===== src/design/stp_pkg.sv =====
`timescale 1ns / 1ps
// ----------------------------------------------------------------------------
// stp_pkg
// Shared types and constants of the stepper turn pulse sequencer.
// ----------------------------------------------------------------------------
package stp_pkg;

    localparam int unsigned PIN_W      = 12;
    localparam int unsigned PIN_IDX_W  = 4;
    localparam int unsigned MOTOR_W    = 3;
    localparam int unsigned PULSES_W   = 9;
    localparam int unsigned TIMER_W    = 16;
    localparam int unsigned CFG_DATA_W = 16;
    localparam int unsigned CFG_IDX_W  = 2;

    localparam logic [MOTOR_W-1:0] NUM_MOTORS = 3'd6;

    localparam logic [PIN_W-1:0] DIR_MASK = 12'h555;

    localparam logic [15:0] HALF_PERIOD_RST   = 16'd50;
    localparam logic [7:0]  QUARTER_STEPS_RST = 8'd50;
    localparam logic [15:0] SETTLE_TIME_RST   = 16'd5000;

    localparam logic [CFG_IDX_W-1:0] REG_HALF_PERIOD   = 2'd0;
    localparam logic [CFG_IDX_W-1:0] REG_QUARTER_STEPS = 2'd1;
    localparam logic [CFG_IDX_W-1:0] REG_SETTLE_TIME   = 2'd2;

    localparam logic ACT_MOVE = 1'b0;
    localparam logic ACT_TICK = 1'b1;

    typedef enum logic [3:0] {
        PH_IDLE   = 4'b0001,
        PH_HIGH   = 4'b0010,
        PH_LOW    = 4'b0100,
        PH_SETTLE = 4'b1000
    } phase_t;

    typedef struct packed {
        logic               action;
        logic [MOTOR_W-1:0] motor;
        logic               direction;
        logic               half_turn;
    } in_beat_t;

    typedef struct packed {
        logic [PIN_W-1:0] pins;
        logic             busy_res;
        logic             rejected;
        logic             move_done;
    } out_beat_t;

    typedef struct packed {
        logic [15:0] half_period;
        logic [7:0]  quarter_steps;
        logic [15:0] settle_time;
    } cfg_t;

endpackage


===== src/design/stp_cfg_regs.sv =====
`timescale 1ns / 1ps
// ----------------------------------------------------------------------------
// stp_cfg_regs
// Configuration registers: half period, pulses per quarter turn, settle time.
// ----------------------------------------------------------------------------
module stp_cfg_regs (
    input  logic                             clk,
    input  logic                             rst_n,
    input  logic                             cfg_we,
    input  logic [stp_pkg::CFG_IDX_W-1:0]    cfg_index,
    input  logic [stp_pkg::CFG_DATA_W-1:0]   cfg_data,
    output stp_pkg::cfg_t                    cfg
);
    import stp_pkg::*;

    cfg_t cfg_reg;
    cfg_t cfg_next;

    always_comb
    begin
        cfg_next = cfg_reg;
        if (cfg_we)
        begin
            unique case (cfg_index)
                REG_HALF_PERIOD:   cfg_next.half_period   = cfg_data;
                REG_QUARTER_STEPS: cfg_next.quarter_steps = cfg_data[7:0];
                REG_SETTLE_TIME:   cfg_next.settle_time   = cfg_data;
                default:           cfg_next = cfg_reg;
            endcase
        end
    end

    always_ff @(posedge clk or negedge rst_n)
    begin
        if (!rst_n)
        begin
            cfg_reg.half_period   <= HALF_PERIOD_RST;
            cfg_reg.quarter_steps <= QUARTER_STEPS_RST;
            cfg_reg.settle_time   <= SETTLE_TIME_RST;
        end
        else
        begin
            cfg_reg <= cfg_next;
        end
    end

    assign cfg = cfg_reg;

endmodule


===== src/design/stp_core.sv =====
`timescale 1ns / 1ps
// ----------------------------------------------------------------------------
// stp_core
// Sequencer state and the single-pass update for one beat: command decode,
// pulse high/low timing, step count and settle gap.
// ----------------------------------------------------------------------------
module stp_core (
    input  logic                 clk,
    input  logic                 rst_n,
    input  logic                 step,
    input  stp_pkg::in_beat_t    item,
    input  stp_pkg::cfg_t        cfg,
    output stp_pkg::out_beat_t   res
);
    import stp_pkg::*;

    logic [PIN_W-1:0]    pin_word_reg, pin_word_next;
    phase_t              phase_reg, phase_next;
    logic [PULSES_W-1:0] pulses_left_reg, pulses_left_next;
    logic [TIMER_W-1:0]  tick_timer_reg, tick_timer_next;
    logic [MOTOR_W-1:0]  active_motor_reg, active_motor_next;

    logic [TIMER_W-1:0]  period_load;
    logic [PIN_IDX_W-1:0] pulse_idx;
    logic [PIN_IDX_W-1:0] new_idx;
    logic [PIN_W-1:0]    pulse_mask;
    logic [PIN_W-1:0]    new_mask;
    logic [PIN_W-1:0]    dir_word;
    logic [PULSES_W-1:0] new_pulses;
    logic [PULSES_W-1:0] pulses_dec;
    logic                expired;
    logic                rejected;
    logic                done;

    assign period_load = (cfg.half_period == '0) ? TIMER_W'(1) : cfg.half_period;
    assign pulse_idx   = {active_motor_reg, 1'b1};
    assign new_idx     = {item.motor, 1'b1};
    assign pulse_mask  = PIN_W'(1) << pulse_idx;
    assign new_mask    = PIN_W'(1) << new_idx;
    assign new_pulses  = item.half_turn ? {cfg.quarter_steps, 1'b0}
                                        : {1'b0, cfg.quarter_steps};
    assign pulses_dec  = (pulses_left_reg == '0) ? '0 : pulses_left_reg - PULSES_W'(1);
    assign expired     = tick_timer_reg <= TIMER_W'(1);
    assign dir_word    = item.direction ? (pin_word_reg & ~DIR_MASK)
                                        : (pin_word_reg | DIR_MASK);

    always_comb
    begin
        pin_word_next     = pin_word_reg;
        phase_next        = phase_reg;
        pulses_left_next  = pulses_left_reg;
        tick_timer_next   = tick_timer_reg;
        active_motor_next = active_motor_reg;
        rejected          = 1'b0;
        done              = 1'b0;

        if (item.action == ACT_MOVE)
        begin
            if (phase_reg != PH_IDLE || item.motor >= NUM_MOTORS)
            begin
                rejected = 1'b1;
            end
            else
            begin
                active_motor_next = item.motor;
                pulses_left_next  = new_pulses;
                if (new_pulses == '0)
                begin
                    pin_word_next = dir_word;
                    if (cfg.settle_time == '0)
                    begin
                        phase_next      = PH_IDLE;
                        tick_timer_next = '0;
                    end
                    else
                    begin
                        phase_next      = PH_SETTLE;
                        tick_timer_next = cfg.settle_time;
                    end
                end
                else
                begin
                    pin_word_next   = dir_word | new_mask;
                    phase_next      = PH_HIGH;
                    tick_timer_next = period_load;
                end
            end
        end
        else if (phase_reg != PH_IDLE)
        begin
            tick_timer_next = expired ? '0 : tick_timer_reg - TIMER_W'(1);
            if (expired)
            begin
                unique case (phase_reg)
                    PH_HIGH:
                    begin
                        pin_word_next   = pin_word_reg & ~pulse_mask;
                        phase_next      = PH_LOW;
                        tick_timer_next = period_load;
                    end
                    PH_LOW:
                    begin
                        pulses_left_next = pulses_dec;
                        if (pulses_dec != '0)
                        begin
                            pin_word_next   = pin_word_reg | pulse_mask;
                            phase_next      = PH_HIGH;
                            tick_timer_next = period_load;
                        end
                        else if (cfg.settle_time == '0)
                        begin
                            phase_next      = PH_IDLE;
                            tick_timer_next = '0;
                            done            = 1'b1;
                        end
                        else
                        begin
                            phase_next      = PH_SETTLE;
                            tick_timer_next = cfg.settle_time;
                        end
                    end
                    default:
                    begin
                        phase_next = PH_IDLE;
                        done       = 1'b1;
                    end
                endcase
            end
        end
    end

    always_ff @(posedge clk or negedge rst_n)
    begin
        if (!rst_n)
        begin
            pin_word_reg     <= '0;
            phase_reg        <= PH_IDLE;
            pulses_left_reg  <= '0;
            tick_timer_reg   <= '0;
            active_motor_reg <= '0;
        end
        else if (step)
        begin
            pin_word_reg     <= pin_word_next;
            phase_reg        <= phase_next;
            pulses_left_reg  <= pulses_left_next;
            tick_timer_reg   <= tick_timer_next;
            active_motor_reg <= active_motor_next;
        end
    end

    assign res.pins      = pin_word_next;
    assign res.busy_res  = (phase_next != PH_IDLE);
    assign res.rejected  = rejected;
    assign res.move_done = done;

`ifndef SYNTH
    a_reject_holds: assert property (@(posedge clk) disable iff (!rst_n)
        step && rejected |=> $stable(pin_word_reg) && $stable(phase_reg))
        else $error("rejected command changed state");

    a_done_idle: assert property (@(posedge clk) disable iff (!rst_n)
        step && done |=> phase_reg == PH_IDLE)
        else $error("move_done without returning to idle");

    a_no_step_holds: assert property (@(posedge clk) disable iff (!rst_n)
        !step |=> $stable(phase_reg) && $stable(pin_word_reg) && $stable(tick_timer_reg))
        else $error("state moved without a beat");

    a_high_pin: assert property (@(posedge clk) disable iff (!rst_n)
        phase_reg == PH_HIGH |-> pin_word_reg[pulse_idx])
        else $error("pulse pin low during high phase");
`endif

endmodule


===== src/design/stp_out_reg.sv =====
`timescale 1ns / 1ps
// ----------------------------------------------------------------------------
// stp_out_reg
// Result register: holds one result beat until the consumer takes it.
// ----------------------------------------------------------------------------
module stp_out_reg (
    input  logic                 clk,
    input  logic                 rst_n,
    input  logic                 load,
    input  stp_pkg::out_beat_t   res,
    output logic                 out_valid,
    input  logic                 out_ready,
    output stp_pkg::out_beat_t   out_data
);
    import stp_pkg::*;

    logic      valid_reg, valid_next;
    out_beat_t data_reg;

    always_comb
    begin
        priority if (load)
            valid_next = 1'b1;
        else if (out_ready)
            valid_next = 1'b0;
        else
            valid_next = valid_reg;
    end

    always_ff @(posedge clk or negedge rst_n)
    begin
        if (!rst_n)
            valid_reg <= 1'b0;
        else
            valid_reg <= valid_next;
    end

    always_ff @(posedge clk)
    begin
        if (load)
            data_reg <= res;
    end

    assign out_valid = valid_reg;
    assign out_data  = data_reg;

endmodule


===== src/design/stepper_turn_pulse_sequencer.sv =====
`timescale 1ns / 1ps
// ----------------------------------------------------------------------------
// stepper_turn_pulse_sequencer
// Step/direction pulse sequencer for six stepper motors on a 12-bit pin word.
// ----------------------------------------------------------------------------
// Takes one beat per clock: a move command or a time tick. Each beat lands in
// an input register, passes the combinational state update and is written to
// the result register, and the block sustains one beat per cycle as long as
// results are taken; a stalled result register holds the input register,
// which then holds the channel. Configuration is a plain write port (0 half
// period, 1 pulses per quarter turn, 2 settle time) and must only be written
// while no beat is in flight.
module stepper_turn_pulse_sequencer (
    input  logic                             clk,
    input  logic                             rst_n,
    input  logic                             cfg_we,
    input  logic [stp_pkg::CFG_IDX_W-1:0]    cfg_index,
    input  logic [stp_pkg::CFG_DATA_W-1:0]   cfg_data,
    input  logic                             in_valid,
    output logic                             in_ready,
    input  stp_pkg::in_beat_t                in_data,
    output logic                             out_valid,
    input  logic                             out_ready,
    output stp_pkg::out_beat_t               out_data
);
    import stp_pkg::*;

    logic      in_valid_reg, in_valid_next;
    in_beat_t  in_data_reg;
    logic      advance;
    logic      step;
    logic      in_accept;
    cfg_t      cfg;
    out_beat_t res;

    assign advance   = !out_valid || out_ready;
    assign step      = in_valid_reg && advance;
    assign in_ready  = !in_valid_reg || advance;
    assign in_accept = in_valid && in_ready;

    always_comb
    begin
        priority if (in_accept)
            in_valid_next = 1'b1;
        else if (step)
            in_valid_next = 1'b0;
        else
            in_valid_next = in_valid_reg;
    end

    always_ff @(posedge clk or negedge rst_n)
    begin
        if (!rst_n)
            in_valid_reg <= 1'b0;
        else
            in_valid_reg <= in_valid_next;
    end

    always_ff @(posedge clk)
    begin
        if (in_accept)
            in_data_reg <= in_data;
    end

    stp_cfg_regs u_cfg (
        .clk       (clk),
        .rst_n     (rst_n),
        .cfg_we    (cfg_we),
        .cfg_index (cfg_index),
        .cfg_data  (cfg_data),
        .cfg       (cfg)
    );

    stp_core u_core (
        .clk   (clk),
        .rst_n (rst_n),
        .step  (step),
        .item  (in_data_reg),
        .cfg   (cfg),
        .res   (res)
    );

    stp_out_reg u_out (
        .clk       (clk),
        .rst_n     (rst_n),
        .load      (step),
        .res       (res),
        .out_valid (out_valid),
        .out_ready (out_ready),
        .out_data  (out_data)
    );

endmodule


===== config.mk =====
export PLATFORM = sky130hd
export DESIGN_NAME = stepper_turn_pulse_sequencer
export DESIGN_NICKNAME = d
export VERILOG_FILES = /design/src/design/stp_pkg.sv /design/src/design/stp_cfg_regs.sv /design/src/design/stp_core.sv /design/src/design/stp_out_reg.sv /design/src/design/stepper_turn_pulse_sequencer.sv
export SDC_FILE = /design/constraint.sdc
export NUM_CORES = 1
export LEC_CHECK = 0
export BUFFER_PORTS_ARGS = -buffer_cell sky130_fd_sc_hd__buf_4
export CORE_UTILIZATION = 44
export CTS_CLUSTER_DIAMETER = 100
export CTS_CLUSTER_SIZE = 16
export DETAILED_ROUTE_END_ITERATION = 12
export PLACE_DENSITY = 0.73
export SLEW_MARGIN = 20
export SYNTH_ARGS = -nofsm -noshare
export SYNTH_HDL_FRONTEND = slang
export SYNTH_HIERARCHICAL = 1
export SYNTH_SLANG_ARGS = --single-unit

===== constraint.sdc =====
create_clock -name clk -period 6.88 [get_ports clk]
set_clock_uncertainty 0.05 [all_clocks]
set_input_delay 0.344 -clock clk [delete_from_list [all_inputs] [get_ports clk]]
set_output_delay 0.344 -clock clk [all_outputs]
set_load 0.01 [all_outputs]

==> reports/qor.csv <==
metric,value,unit
Hold Path Class,in -> reg,
row cnt,42,
RSZ-0062 raised after global routing,no,
"commonest cells after routing, fill and taps aside","74 x dfrtp_1, 50 x buf_4, 47 x nand2_1",
DRC,0,
WL per Instance,18.6,µm
worst-case clock buffer depth,2,
final setup vio count,0,
floorplan die width,119,µm
share of power burned in registers,0.502,
Yosys reg bits,107,
pin count of the biggest net entering global routing,75,
via count of the first global-routing pass,4781,
via count,4973,
core area,13200,µm²
Switch Pwr,0.601,mW
R2R Setup Slk,3290,ps
slowest library cell on the worst path,a21oi_1,
R2R Path End,u_core/pulses_left_reg[2]$_DFFE_PN0P_,
Net Sw Frac,0.324,
fin worst setup slack,3290,ps
"Avg Cell Area, Syn",10.2,µm²
"Hold-fix buffers, CTS",1,
kind of critical path,reg -> reg,
"Warnings, synthesis",6,
Slew headroom,0.240,
Num CTS Buffers,9,
"Distinct cells, synth",73,
Post CTS Setup Buffer Count,0,
max-slew violation count,0,
Max-Cap Viols,0,
Area growth syn-to-layout,12.6,%
Crit Path Max Fanout,48,
Worst-Margin Slew,1130,ps
pwr dens,275,nW/µm²
I/O pin cnt,46,
post-route ant nets,0,
Yosys top cell area share,0.309,
cell taking the most area after synthesis,dfrtp_1,
Critical Path Start Type,flop,
minimum clock period after layout,3590,ps
Synth Cell Area,5990,µm²
Worst Path Arrival,3770,ps
Mapped Nets,618,
Leakage,2.78,nW
clk sinks,107,
Post-synth EDFFs,21,
Setup TNS,0,ps
layout cells sized above 1,0.230,
DP HPWL,10200,µm
Cells on Worst Hold Path,1,
Hold Fails Final Rpt,0,
I/O Buffers,45,
Final Core Density,0.510,
Die Span Y,119,µm
"FFs w/ async S/R, synth",0.804,
first-pass GRT wire length,24400,µm
gpl congestion,0.882,
R2R Path Start,in_data_reg[5]$_DFFE_PP_,
Clk pwr share,0.273,
fin crit share,0.521,
Total GRT Usage,0.218,
DR pass1 iterations,7,
Layout Nets,648,
Hold Crit Endpoint,in_data_reg[4]$_DFFE_PP_,
FF-to-FF path depth,8,
vias per cell,6.24,
DR iter-0 viols,516,
"Primary FF master, synth",dfrtp_1,
worst stage delay on the critical path,640,ps
critical-path cell list,buf_4 -> inv_1 -> nor2_1 -> a21oi_1 -> buf_4 -> a21oi_1 -> o21ai_0 -> a221o_1,
internal power,1.25,mW
Worst Path Required,7060,ps
status,finished clean,
hold slack,124,ps
HP Start,in_data[4],
Mapped Cells,586,
ant diodes,0,
H-tree depth,3,
CTS resizes,0,
initial core utilization,0.452,
Clock Pin Slew Worst Setup and Hold Paths,70,ps
die area,14100,µm²
max FFs per register,40,
Comb power frac,0.224,
initial antenna violation count,0,
Area contributors post-synth,"dfrtp_1 31%, edfxtp_1 11%, mux2_2 8.5%, dfstp_2 5.3%, mux2i_1 3.3%",
fillers,1202,
register area share after synthesis,0.467,
Max VDD drop,179,µV
Total Power,1.86,mW
final global-route overflow total,0,
CTS tree,yes,
crit path capture type,flop,
final WL,14900,µm
Root Driver,clkbuf_16,
Place WS,3380,ps
Fmax achieved,279,MHz
clock latency on the worst-skew pair,350,ps
most frequent standard cell in the layout excluding fill and tap cells,dfrtp_1,
==> area by class of cell <==
type	instances	area, µm²	share of cell area
multi-input combinational	429	2980	0.442
sequential	107	2800	0.415
tap	176	220	0.0326
clock buffer	12	262	0.0388
inverter	18	67.6	0.0100
timing repair buffer	51	385	0.0571
clock inverter	4	32.5	0.00482
==> worst max-delay path by stage <==
stage,endpoint,depth (start not counted),slack [ps],start
3_3_place_gp,u_core/pulses_left_reg[2]$_DFFE_PN0P_,8,3510,in_data_reg[5]$_DFFE_PP_
4_1_cts,u_core/pulses_left_reg[2]$_DFFE_PN0P_,8,3380,in_data_reg[5]$_DFFE_PP_
6_report,u_core/pulses_left_reg[2]$_DFFE_PN0P_,8,3290,in_data_reg[5]$_DFFE_PP_
2_1_floorplan,u_core/tick_timer_reg[4]$_DFFE_PN0P_,8,3520,u_out/out_valid$_DFFE_PN0P_
3_5_place_dp,u_core/pulses_left_reg[2]$_DFFE_PN0P_,8,3380,in_data_reg[5]$_DFFE_PP_
5_1_grt,u_core/pulses_left_reg[2]$_DFFE_PN0P_,8,3030,in_data_reg[5]$_DFFE_PP_
==> worst max-delay path, delay by kind of cell, from the launching register on <==
kind	cells	cell delay, ps
and+or+nand+nor	1	630
buffers and inverters	3	1110
AOI/OAI and AO/OA	4	1330
DFF	1	320
==> Yosys cell counts (4+ instances only) <==
master and instances:
nor3_1 21, mux2_2 45, buf_2 9, or3_1 5, a41oi_1 8, a211oi_1 9, clkbuf_1 17, nor4_1 11
mux2i_1 20, nand2b_1 6, a21oi_1 31, and3_1 4, a21o_1 15, nand2_1 47, nand3_1 19, a221oi_1 11
nand4_1 6, dfstp_2 12, inv_1 18, o2bb2ai_1 4, o21ai_0 38, o22ai_1 7, a41o_1 4, dfrtp_1 74
edfxtp_1 21, nor2_1 39, nor2b_1 4
==> cells by family (layout without fill, tap and decap cells) <==
| logic type | Yosys count | count (layout) | share of synthesized area |
|---|---|---|---|
| flops | 107 | 107 | 0.467 |
| buf+inv | 50 | 85 | 0.0378 |
| compound gates | 167 | 167 | 0.192 |
| fa+ha+maj | 3 | 3 | 0.00627 |
| mux | 65 | 65 | 0.118 |
| simple gates | 194 | 194 | 0.179 |
==> per-layer routing <==
metal,GRT usage,share of wire
met2,0.357,0.47
met1,0.293,0.45
met4,0.0775,0.022
met5,0,0
met3,0.0338,0.052
==> power groups by stage <==
stage | Combinational [mW] | Clock [mW] | Sequential (mW)
floorplan | 0.310 | 0 | 0.890
global placement | 0.397 | 0 | 0.930
detailed placement | 0.410 | 0 | 0.938
CTS | 0.414 | 0.519 | 0.927
global route | 0.459 | 0.543 | 0.952
finish | 0.416 | 0.507 | 0.932
==> per-stage QoR <==
stage	area, µm²	std cells
floorplan	5990	586
finish	6750	797
CTS	6740	797
global placement	6440	780
detailed placement	6440	780
global route	6750	797
Power figures use the tool's default switching activity.
